File: config.mk
export PLATFORM = sky130hd
export DESIGN_NAME = glyph_cache_lru_tag_store_unit
export DESIGN_NICKNAME = d
export VERILOG_FILES = /design/src/rtl/core/glcl_pkg.sv /design/src/rtl/core/glyph_cache_lru_tag_store_unit.sv /design/src/rtl/core/glcl_ram.sv /design/src/rtl/core/glcl_ctrl.sv /design/src/rtl/core/glcl_dp.sv
export SDC_FILE = /design/constraint.sdc
export NUM_CORES = 1
export LEC_CHECK = 0
export BUFFER_PORTS_ARGS = -buffer_cell sky130_fd_sc_hd__buf_2
export CORE_MARGIN = 2
export CORE_UTILIZATION = 40
export CTS_CLUSTER_DIAMETER = 30
export DETAILED_ROUTE_END_ITERATION = 16
export GPL_ROUTABILITY_DRIVEN = 1
export PLACE_DENSITY = 0.55
export SLEW_MARGIN = 40
export SYNTH_ARGS = -nofsm -noshare
export SYNTH_HDL_FRONTEND = slang
export SYNTH_SLANG_ARGS = --single-unit
File: constraint.sdc
create_clock -name clk -period 6.86 [get_ports clk]
set_input_delay 0.343 -clock clk [delete_from_list [all_inputs] [get_ports clk]]
set_output_delay 0.343 -clock clk [all_outputs]
set_load 0.02 [all_outputs]
File: src/rtl/core/glcl_pkg.sv
// Shared types and constants for the glyph cache LRU tag store.
// No dependencies; imported by every module of the block but glcl_ram.
package glcl_pkg;

  localparam int ACT_W   = 2;
  localparam int TAG_W   = 21;
  localparam int SLOT_W  = 4;
  localparam int STAMP_W = 32;

  // Action codes of an input item
  typedef enum logic [ACT_W-1:0] {
    ACT_LOOKUP = 2'd0,
    ACT_INSERT = 2'd1,
    ACT_CLEAR  = 2'd2,
    ACT_NONE   = 2'd3
  } action_t;

  // Controller to datapath commands
  typedef struct packed {
    logic init;    // latch the item, reset scan accumulators
    logic issue;   // a read address is valid this cycle
    logic commit;  // apply the update and present the result
  } cmd_t;

  // Controller states
  typedef enum logic [3:0] {
    ST_IDLE   = 4'b0001,
    ST_SCAN   = 4'b0010,
    ST_LAST   = 4'b0100,
    ST_COMMIT = 4'b1000
  } state_t;

endpackage

File: src/rtl/core/glyph_cache_lru_tag_store_unit.sv
// Glyph cache LRU tag store, top level.
// Depends on glcl_pkg, glcl_ctrl, glcl_dp and glcl_ram.
//
// Fully associative tag store keyed by code point with LRU replacement by
// access stamps. An item (action, code_point) is taken at a rising edge
// where start is high and busy is low. action selects lookup, insert or
// clear; the unused code gives an all-zero result and changes nothing.
// Each item gives one result: done is high for exactly one cycle with hit,
// slot, evicted_valid and evicted_code_point valid in that cycle. The
// receiver cannot stall; fields hold until the next result.
// A lookup or insert reads one slot per cycle through the tag and stamp
// RAM read port, walking every slot before it commits; a clear or unused
// action goes straight to the commit state.
// One item is in flight at a time; busy is high until the commit cycle ends.
// Reset (synchronous, rst high) clears the valid bits and access counter;
// the RAMs need no clearing pass, since a tag or stamp is only used once
// its slot has been written.
module glyph_cache_lru_tag_store_unit #(
  parameter int CACHE_ENTRIES = 16
) (
  input  logic                        clk,
  input  logic                        rst,
  input  logic                        start,
  output logic                        busy,
  input  logic [glcl_pkg::ACT_W-1:0]  action,
  input  logic [glcl_pkg::TAG_W-1:0]  code_point,
  output logic                        done,
  output logic                        hit,
  output logic [glcl_pkg::SLOT_W-1:0] slot,
  output logic                        evicted_valid,
  output logic [glcl_pkg::TAG_W-1:0]  evicted_code_point
);
  import glcl_pkg::*;

  localparam int IDX_W = $clog2(CACHE_ENTRIES);

  cmd_t             cmd;
  logic [IDX_W-1:0] rd_addr;

  glcl_ctrl #(.CACHE_ENTRIES(CACHE_ENTRIES)) u_ctrl (
    .clk     (clk),
    .rst     (rst),
    .start   (start),
    .action  (action),
    .busy    (busy),
    .cmd     (cmd),
    .rd_addr (rd_addr)
  );

  glcl_dp #(.CACHE_ENTRIES(CACHE_ENTRIES)) u_dp (
    .clk                (clk),
    .rst                (rst),
    .cmd                (cmd),
    .rd_addr            (rd_addr),
    .action             (action),
    .code_point         (code_point),
    .done               (done),
    .hit                (hit),
    .slot               (slot),
    .evicted_valid      (evicted_valid),
    .evicted_code_point (evicted_code_point)
  );

endmodule

File: src/rtl/core/glcl_ram.sv
// Generic single-write, single-read RAM with registered read data.
// No dependencies.
module glcl_ram #(
  parameter int WIDTH = 8,
  parameter int DEPTH = 16
) (
  input  logic                     clk,
  input  logic                     we,
  input  logic [$clog2(DEPTH)-1:0] waddr,
  input  logic [WIDTH-1:0]         wdata,
  input  logic [$clog2(DEPTH)-1:0] raddr,
  output logic [WIDTH-1:0]         rdata
);

  logic [WIDTH-1:0] mem [DEPTH];

  // write port and registered read port
  always_ff @(posedge clk) begin
    if (we) begin
      mem[waddr] <= wdata;
    end
    rdata <= mem[raddr];
  end

endmodule

File: src/rtl/core/glcl_ctrl.sv
// Sequencer for the tag store: accepts an item, walks the slots, commits.
// Depends on glcl_pkg.
module glcl_ctrl #(
  parameter int CACHE_ENTRIES = 16
) (
  input  logic                             clk,
  input  logic                             rst,
  input  logic                             start,
  input  logic [glcl_pkg::ACT_W-1:0]       action,
  output logic                             busy,
  output glcl_pkg::cmd_t                   cmd,
  output logic [$clog2(CACHE_ENTRIES)-1:0] rd_addr
);
  import glcl_pkg::*;

  localparam int IDX_W = $clog2(CACHE_ENTRIES);
  localparam logic [IDX_W-1:0] LAST_IDX = IDX_W'(CACHE_ENTRIES - 1);

  state_t           state, state_next;
  logic [IDX_W-1:0] cnt, cnt_next;
  logic             scan_req;

  // lookups and inserts walk the slots, everything else commits at once
  assign scan_req = (action == ACT_LOOKUP) || (action == ACT_INSERT);

  always_comb begin
    state_next = state;
    cnt_next   = cnt;
    cmd        = '0;
    case (state)
      ST_IDLE: begin
        if (start) begin
          cmd.init   = 1'b1;
          cnt_next   = '0;
          state_next = scan_req ? ST_SCAN : ST_COMMIT;
        end
      end
      ST_SCAN: begin
        cmd.issue = 1'b1;
        if (cnt == LAST_IDX) begin
          state_next = ST_LAST;
        end else begin
          cnt_next = cnt + 1'b1;
        end
      end
      ST_LAST: begin
        // last read data is compared this cycle
        state_next = ST_COMMIT;
      end
      ST_COMMIT: begin
        cmd.commit = 1'b1;
        state_next = ST_IDLE;
      end
      default: begin
        state_next = ST_IDLE;
      end
    endcase
  end

  always_ff @(posedge clk) begin
    if (rst) begin
      state <= ST_IDLE;
      cnt   <= '0;
    end else begin
      state <= state_next;
      cnt   <= cnt_next;
    end
  end

  assign busy    = (state != ST_IDLE);
  assign rd_addr = cnt;

endmodule

File: src/rtl/core/glcl_dp.sv
// Datapath: tag and stamp RAMs, valid bits, scan compare and update logic.
// Depends on glcl_pkg and glcl_ram.
module glcl_dp #(
  parameter int CACHE_ENTRIES = 16
) (
  input  logic                             clk,
  input  logic                             rst,
  input  glcl_pkg::cmd_t                   cmd,
  input  logic [$clog2(CACHE_ENTRIES)-1:0] rd_addr,
  input  logic [glcl_pkg::ACT_W-1:0]       action,
  input  logic [glcl_pkg::TAG_W-1:0]       code_point,
  output logic                             done,
  output logic                             hit,
  output logic [glcl_pkg::SLOT_W-1:0]      slot,
  output logic                             evicted_valid,
  output logic [glcl_pkg::TAG_W-1:0]       evicted_code_point
);
  import glcl_pkg::*;

  localparam int IDX_W = $clog2(CACHE_ENTRIES);

  logic [ACT_W-1:0]         act;
  logic [TAG_W-1:0]         key;
  logic [CACHE_ENTRIES-1:0] valid;
  logic [STAMP_W-1:0]       access_counter;

  logic                     cmp_en;
  logic [IDX_W-1:0]         cmp_idx;
  logic [TAG_W-1:0]         tag_q;
  logic [STAMP_W-1:0]       stamp_q;

  logic                     found, inv_found;
  logic [IDX_W-1:0]         match_idx, inv_idx, min_idx;
  logic [STAMP_W-1:0]       min_stamp;
  logic [TAG_W-1:0]         min_tag;

  logic                     upd_hit, do_alloc, do_touch, evict;
  logic [IDX_W-1:0]         victim_idx, touch_idx;
  logic [STAMP_W-1:0]       counter_next;
  logic                     cmp_valid;

  // tag and stamp storage; no reset sweep, an entry is used only once written
  glcl_ram #(.WIDTH(TAG_W), .DEPTH(CACHE_ENTRIES)) u_tag_ram (
    .clk   (clk),
    .we    (cmd.commit && do_alloc),
    .waddr (touch_idx),
    .wdata (key),
    .raddr (rd_addr),
    .rdata (tag_q)
  );

  glcl_ram #(.WIDTH(STAMP_W), .DEPTH(CACHE_ENTRIES)) u_stamp_ram (
    .clk   (clk),
    .we    (cmd.commit && do_touch),
    .waddr (touch_idx),
    .wdata (counter_next),
    .raddr (rd_addr),
    .rdata (stamp_q)
  );

  // compare stage runs in the cycle after its read address is issued
  always_ff @(posedge clk) begin
    if (rst) begin
      cmp_en <= 1'b0;
    end else begin
      cmp_en <= cmd.issue;
    end
    cmp_idx <= rd_addr;
  end

  assign cmp_valid = valid[cmp_idx];

  // scan accumulators: first match, first free slot, oldest stamp
  always_ff @(posedge clk) begin
    if (cmd.init) begin
      act       <= action;
      key       <= code_point;
      found     <= 1'b0;
      inv_found <= 1'b0;
    end else if (cmp_en) begin
      if (cmp_valid && (tag_q == key) && !found) begin
        found     <= 1'b1;
        match_idx <= cmp_idx;
      end
      if (!cmp_valid && !inv_found) begin
        inv_found <= 1'b1;
        inv_idx   <= cmp_idx;
      end
      if ((cmp_idx == '0) || (stamp_q < min_stamp)) begin
        min_stamp <= stamp_q;
        min_idx   <= cmp_idx;
        min_tag   <= tag_q;
      end
    end
  end

  // update decisions
  always_comb begin
    upd_hit      = found && ((act == ACT_LOOKUP) || (act == ACT_INSERT));
    do_alloc     = !found && (act == ACT_INSERT);
    do_touch     = upd_hit || do_alloc;
    victim_idx   = inv_found ? inv_idx : min_idx;
    touch_idx    = found ? match_idx : victim_idx;
    evict        = do_alloc && !inv_found;
    counter_next = access_counter + 1'b1;
  end

  // valid bits and access counter
  always_ff @(posedge clk) begin
    if (rst) begin
      valid          <= '0;
      access_counter <= '0;
    end else if (cmd.commit) begin
      if (act == ACT_CLEAR) begin
        valid <= '0;
      end else if (do_alloc) begin
        valid[touch_idx] <= 1'b1;
      end
      if (do_touch) begin
        access_counter <= counter_next;
      end
    end
  end

  // result strobe
  always_ff @(posedge clk) begin
    if (rst) begin
      done <= 1'b0;
    end else begin
      done <= cmd.commit;
    end
  end

  // result fields
  always_ff @(posedge clk) begin
    if (cmd.commit) begin
      hit                <= upd_hit;
      slot               <= do_touch ? SLOT_W'(touch_idx) : '0;
      evicted_valid      <= evict;
      evicted_code_point <= evict ? min_tag : '0;
    end
  end

endmodule

==> impl_metrics.env, run 1 <==
export IMPL_ys_seq_elements=1080
export IMPL_cp_max_fo=28
export IMPL_gr_total_overflow=0
export IMPL_p_int_mw=14.1
export IMPL_dp_slack_ns=3.11
export IMPL_p_seq_share_pct=40.6
export IMPL_grt_antenna_before_repair=0
export IMPL_htree_num_levels=4
export IMPL_postLayoutSetupSlackWorst_ns=3.20
export IMPL_initial_core_util_pct=40.3
export IMPL_clockRootBuffer="clkbuf_16"
export IMPL_syn2layout_area_growth_pct=25.0
export IMPL_drtIter0Drc=1480
export IMPL_relSlewSlack_pct=43.2
export IMPL_drc=0
export IMPL_worstHoldStart="rst"
export IMPL_clock_latency_ns=0.79
export IMPL_routabilityCongestion=0.743
export IMPL_fmax_ghz=0.273
export IMPL_post_drt_wl_per_cell_um=24.6
export IMPL_worst_path_most_repeated_cell="buf_4"
export IMPL_post_drt_via_cell_ratio=5.22
export IMPL_setup_viol=0
export IMPL_max_cap_violations=0
export IMPL_tns_ns=0
export IMPL_nets=2257
export IMPL_synthTopCellsByArea="edfxtp_1 (71%), mux4_2 (15%), dfxtp_1 (5.7%), ha_1 (1.0%), nor2_1 (1.0%)"
export IMPL_clock_path_buffers=3
export IMPL_syn_inst=1956
export IMPL_die_w_um=324
export IMPL_yosysMostFrequentCell="edfxtp_1"
export IMPL_fin_util_pct=50.3
export IMPL_first_pass_iters=5
export IMPL_cts_tree="done"
export IMPL_vdd_drop_max_mv=0.324
export IMPL_required_ns=7.30
export IMPL_holdPathEnd="u_dp.access_counter[19]"
export IMPL_layoutNonFillerInstCount=3745
export IMPL_cpMaxStageDelayCell="nor2_2"
export IMPL_hp_class="input port to flop"
export IMPL_cp_arrival_ns=4.10
export IMPL_core_area_mm2=0.102
export IMPL_route_vias_total=19554
export IMPL_combPwrFrac_pct=0.7
export IMPL_drive_above_1_share_pct=34.0
export IMPL_final_period_utilization_pct=53.4
export IMPL_holdPathStages=3
export IMPL_synth_edf_count=963
export IMPL_max_stage_delay_ns=0.82
export IMPL_place_hpwl_um=49600
export IMPL_clock_power_share_pct=58.6
export IMPL_switchingPower_mw=3.60
export IMPL_powerDensity_mw_per_mm2=347
export IMPL_syn_num_nets=2015
export IMPL_hold_viol=0
export IMPL_worstMarginPinSlew_ns=0.852
export IMPL_cts_buffers=202
export IMPL_slew_viol_final=0
export IMPL_worstSetupPathType="flop to flop"
export IMPL_synth_lib_cells_used_distinct=50
export IMPL_grt_pass1_wl_um=136000
export IMPL_ys_async_sr_fraction_pct=0
export IMPL_reg2reg_slack_ns=3.20
export IMPL_finalWirelength_um=92100
export IMPL_r2r_end="u_dp.u_tag_ram.mem[14][11]"
export IMPL_grt_pass1_vias=20836
export IMPL_period_needed_ns=3.66
export IMPL_endpoint_kind="flop"
export IMPL_grt_use_total_pct=18.0
export IMPL_avgSynthCellArea_um2=20.9
export IMPL_p_sw_share_pct=20.3
export IMPL_rsz0062_at_grt="no"
export IMPL_holdWs_ns=0.139
export IMPL_clk_pin_slew_ns=0.05
export IMPL_status="complete, no violations"
export IMPL_n_antenna_cell=0
export IMPL_placementRows=117
export IMPL_ioPinCount=55
export IMPL_io_buffers=54
export IMPL_grt_start_max_net_pins=87
export IMPL_die_h_um=324
export IMPL_ys_warn_count=0
export IMPL_synthesis_area_mm2=0.0409
export IMPL_drt_antenna_violating_nets=0
export IMPL_yosys_area_top_type_share_pct=70.7
export IMPL_ff2ff_path_depth=6
export IMPL_leakagePower_nw=16.6
export IMPL_cp_start_kind="flop"
export IMPL_synth_area_leader_cell="edfxtp_1"
export IMPL_place_inst=3336
export IMPL_yosysSeqAreaShare_pct=76.4
export IMPL_dominantRegCellSynth="edfxtp_1"
export IMPL_clock_sinks=1080
export IMPL_synth_common_cells="edfxtp_1 (963), mux4_2 (270), dfxtp_1 (117)"
export IMPL_finalClockSkew_ns=0.0681
export IMPL_dieArea_mm2=0.105
export IMPL_r2r_start="u_ctrl.state[0]"
export IMPL_cp_cell_sequence="or4b_4, inv_1, buf_4, nand3_2, nor2_2, buf_4"
## layer usage
| metal | track usage, % | vias to the layer above | wire, um |
|---|---|---|---|
| met4 | 6.48 | 0 | 2350 |
| met3 | 3.35 | 168 | 3890 |
| li1 | - | 8514 | - |
| met2 | 31.3 | 472 | 48300 |
| met1 | 22.4 | 10400 | 37600 |
| met5 | 0 | - | 0 |
## kinds of logic after synthesis
| kind of cell | after synthesis | synth area share, % |
|---|---|---|
| simple gates | 294 | 3.54 |
| buf+inv | 123 | 1.24 |
| compound gates | 70 | 1.05 |
| fa+ha+maj | 33 | 1.01 |
| flops | 1080 | 76.4 |
| mux | 276 | 15.0 |
| xor+xnor | 80 | 1.71 |
## per-stage QoR
step / total power, mW / cell area [um2]
2_1_floorplan: 7.38 / 40900
4_1_cts: 17.9 / 51000
6_report: 17.7 / 51100
3_5_place_dp: 7.45 / 43400
5_1_grt: 18.2 / 51100
3_3_place_gp: 7.44 / 43000
## state kept, by name, indices dropped and copies added, names as in the netlist, 16 cells and up
signal and count:
u_dp.min_stamp 32, u_dp.u_stamp_ram.rdata 32, u_dp.u_tag_ram.mem 336, u_dp.evicted_code_point 21
u_dp.min_tag 21, u_dp.u_stamp_ram.mem 512, u_dp.access_counter 32, u_dp.key 21
u_dp.valid 16, u_dp.u_tag_ram.rdata 21
## how the worst max path moves through the flow
stage / start / to / cells after the start / slack, ns
after floorplan: u_dp.min_stamp[2] / u_dp.min_idx[0] / 7 / 2.18
after global placement: u_ctrl.state[0] / u_dp.u_tag_ram.mem[3][20] / 5 / 2.91
after detailed placement: u_ctrl.state[0] / u_dp.u_tag_ram.mem[14][17] / 6 / 3.11
after CTS: u_ctrl.state[0] / u_dp.u_tag_ram.mem[14][11] / 6 / 3.10
after global routing: u_ctrl.state[0] / u_dp.u_tag_ram.mem[14][6] / 6 / 2.96
final: u_ctrl.state[0] / u_dp.u_tag_ram.mem[14][11] / 6 / 3.20
## placed cells by master (no fill, tap or decap), types with 23 or more instances in the layout
cell type / netlist / layout
and2_1: 25 / 25
buf_2: 22 / 54
mux4_2: 270 / 270
clkbuf_16: 0 / 203
nand2_1: 62 / 62
nor2_4: 0 / 24
clkinv_2: 0 / 34
nor2_1: 109 / 76
inv_1: 37 / 36
bufinv_16: 0 / 37
ha_1: 33 / 33
dfxtp_1: 117 / 113
xnor2_1: 46 / 29
nand4_1: 23 / 23
buf_4: 1 / 36
dlygate4sd3_1: 0 / 24
edfxtp_1: 963 / 963
clkinvlp_4: 0 / 33
## timing repair
item / 4_1_cts / 5_1_grt
endpoints found under the hold margin: 27 / 0
hold buffers: 24 / 0
setup endpoints to repair: 0 / 0
gates resized for setup: 0 / 0
setup buffers: 0 / 0
## layout make-up
| cell class | instances | area, um2 |
|---|---|---|
| multi-input combinational | 753 | 9620 |
| sequential | 1080 | 31300 |
| timing repair buffer | 124 | 995 |
| clock buffer | 219 | 5190 |
| clock inverter | 164 | 2170 |
| tap | 1368 | 1710 |
| inverter | 37 | 139 |
| fill | 8140 | 50500 |
## worst max-delay path, delay by kind of cell (launching register included)
family                 cells  cell delay, ns
buffers and inverters      3            0.87
flip-flops                 1            0.38
AND/OR/NAND/NOR            3            2.07
## power groups by stage
| stage | Combinational [mW] | Sequential (mW) | Clock, mW |
|---|---|---|---|
| after floorplan | 0.0749 | 7.30 | 0 |
| after global placement | 0.112 | 7.33 | 0 |
| after detailed placement | 0.117 | 7.33 | 0 |
| after CTS | 0.129 | 7.21 | 10.6 |
| after global routing | 0.138 | 7.20 | 10.9 |
| final | 0.127 | 7.21 | 10.4 |
Power figures use the tool's default switching activity.
==> run 2: changes to the inputs <==
clock period = 3.6 ns   (was 6.86 ns; I/O delays follow)
==> run 2 against run 1 <==
Total power is 92% higher; clock power rose by 93%; fmax is 27% higher; cell count grew 1.9%; register-to-register slack worse by 2.5 ns; critical path depth did not move; die area unchanged; clock skew decreased by 0.0079 ns; sequential share of layout area shrank 0.40 points; hold slack lost 0.0054 ns; largest cell class unchanged.
==> impl_metrics.env, run 2 (synthesis results as in run 1) <==
export IMPL_syn2layout_area_growth_pct=25.8
export IMPL_die_h_um=324
export IMPL_max_cap_violations=0
export IMPL_post_drt_wl_per_cell_um=25.3
export IMPL_clock_path_buffers=3
export IMPL_post_drt_via_cell_ratio=5.29
export IMPL_setup_viol=0
export IMPL_grt_pass1_vias=21469
export IMPL_core_area_mm2=0.102
export IMPL_finalClockSkew_ns=0.0603
export IMPL_reg_largest_list="u_dp.u_stamp_ram.mem: 512 flops, u_dp.u_tag_ram.mem: 336 flops"
export IMPL_leakagePower_nw=16.9
export IMPL_cp_cell_sequence="mux2i_1, o21ai_0, nor2_1, nand2_1, nor2_4, buf_4"
export IMPL_cp_start_kind="flop"
export IMPL_tns_ns=0
export IMPL_htree_num_levels=4
export IMPL_ioPinCount=55
export IMPL_ff2ff_path_depth=6
export IMPL_worstSetupPathType="flop to flop"
export IMPL_relSlewSlack_pct=42.8
export IMPL_grt_start_max_net_pins=56
export IMPL_regMostFlops="u_dp.u_stamp_ram.mem"
export IMPL_io_buffers=54
export IMPL_hold_viol=0
export IMPL_n_antenna_cell=0
export IMPL_vdd_drop_max_mv=0.413
export IMPL_cts_tree="done"
export IMPL_clock_latency_ns=0.77
export IMPL_placementRows=117
export IMPL_cts_buffers=210
export IMPL_initial_core_util_pct=40.3
export IMPL_drtIter0Drc=1795
export IMPL_cpMaxStageDelayCell="dfxtp_1"
export IMPL_clock_sinks=1080
export IMPL_nets=2321
export IMPL_max_stage_delay_ns=0.55
export IMPL_route_vias_total=20197
export IMPL_slew_viol_final=0
export IMPL_clockRootBuffer="clkbuf_16"
export IMPL_fin_util_pct=50.6
export IMPL_finalWirelength_um=96400
export IMPL_dieArea_mm2=0.105
export IMPL_powerDensity_mw_per_mm2=663
export IMPL_routabilityCongestion=0.822
export IMPL_hp_class="input port to flop"
export IMPL_period_needed_ns=2.88
export IMPL_drive_above_1_share_pct=33.9
export IMPL_endpoint_kind="flop"
export IMPL_largest_reg_flops=512
export IMPL_holdPathStages=2
export IMPL_die_w_um=324
export IMPL_grt_pass1_wl_um=142000
export IMPL_fmax_ghz=0.347
export IMPL_p_total_mw=34.1
export IMPL_place_hpwl_um=56100
export IMPL_grt_antenna_before_repair=5
export IMPL_worstMarginPinSlew_ns=0.858
export IMPL_drt_antenna_violating_nets=0
export IMPL_layout_commonest_cell="edfxtp_1"
export IMPL_cp_arrival_ns=3.32
export IMPL_cts_setup_buffers=0
export IMPL_status="complete, no violations"
export IMPL_first_pass_iters=6
export IMPL_rsz0062_at_grt="no"
export IMPL_drc=0
export IMPL_gr_total_overflow=0
export IMPL_required_ns=4.04
export IMPL_clk_pin_slew_ns=0.05
export IMPL_cp_max_fo=13
export IMPL_layout_common_cells="edfxtp_1 (963), mux4_2 (270), clkbuf_16 (217)"
export IMPL_grt_use_total_pct=18.9
export IMPL_final_period_utilization_pct=80.0
==> run 2: critical path, delay by kind of cell, from the launching register on <==
family	cells	cell delay, ns
AO/OA/AOI/OAI	1	0.14
buffers and inverters	1	0.34
flip-flops	1	0.55
multiplexers	1	0.30
AND/OR/NAND/NOR	3	1.21
==> run 2: routing by layer <==
| metal | share of wire (%) | routed length, um | global-route usage, % |
|---|---|---|---|
| met2 | 49 | 47100 | 30.4 |
| met5 | 0 | 0 | 0 |
| met4 | 3.0 | 2940 | 7.46 |
| met3 | 5.8 | 5570 | 3.98 |
| met1 | 42 | 40900 | 25.1 |
==> run 2: cell type report <==
type,count,area [um2]
clock buffer,251,5660
fill,8164,50200
timing repair buffer,180,1440
tap,1368,1710
clock inverter,149,1850
multi-input combinational,753,9360
inverter,37,139
sequential,1080,31300
==> run 2: through the flow <==
step / hold slack, ns / cell area, um2 / std cells / worst slack [ns]
floorplan: 0.279 / 40900 / 1956 / 0.0314
global placement: 0.357 / 43600 / 3392 / 0.720
detailed placement: 0.358 / 43700 / 3393 / 0.780
CTS: 0.0821 / 51400 / 3818 / 0.741
global route: 0.114 / 51400 / 3818 / 0.572
finish: 0.133 / 51400 / 3818 / 0.721
==> run 2: timing repair <==
item                                   CTS  global route
gates resized for setup                  0             0
hold buffers                            25             0
endpoints found under the hold margin   51             0
setup endpoints to repair                0             0
==> run 2: path summary, 6_finish.rpt <==
kind	endpoint	start	slack [ns]
worst max-delay path	u_dp.u_stamp_ram.mem[8][9]	u_dp.inv_found	0.72
worst min-delay path	u_dp.key[5]	code_point[5]	0.13
worst min register to register	u_dp.min_tag[20]	u_dp.u_tag_ram.rdata[20]	0.42
worst max register to register	u_dp.u_stamp_ram.mem[8][9]	u_dp.inv_found	0.72
==> run 2: power by group <==
part	leakage, nW	internal [mW]	switching [mW]
Clock	3.60	13.6	6.53
Sequential	9.73	13.6	0.0974
Combinational	3.53	0.113	0.146
Total	16.9	27.3	6.77
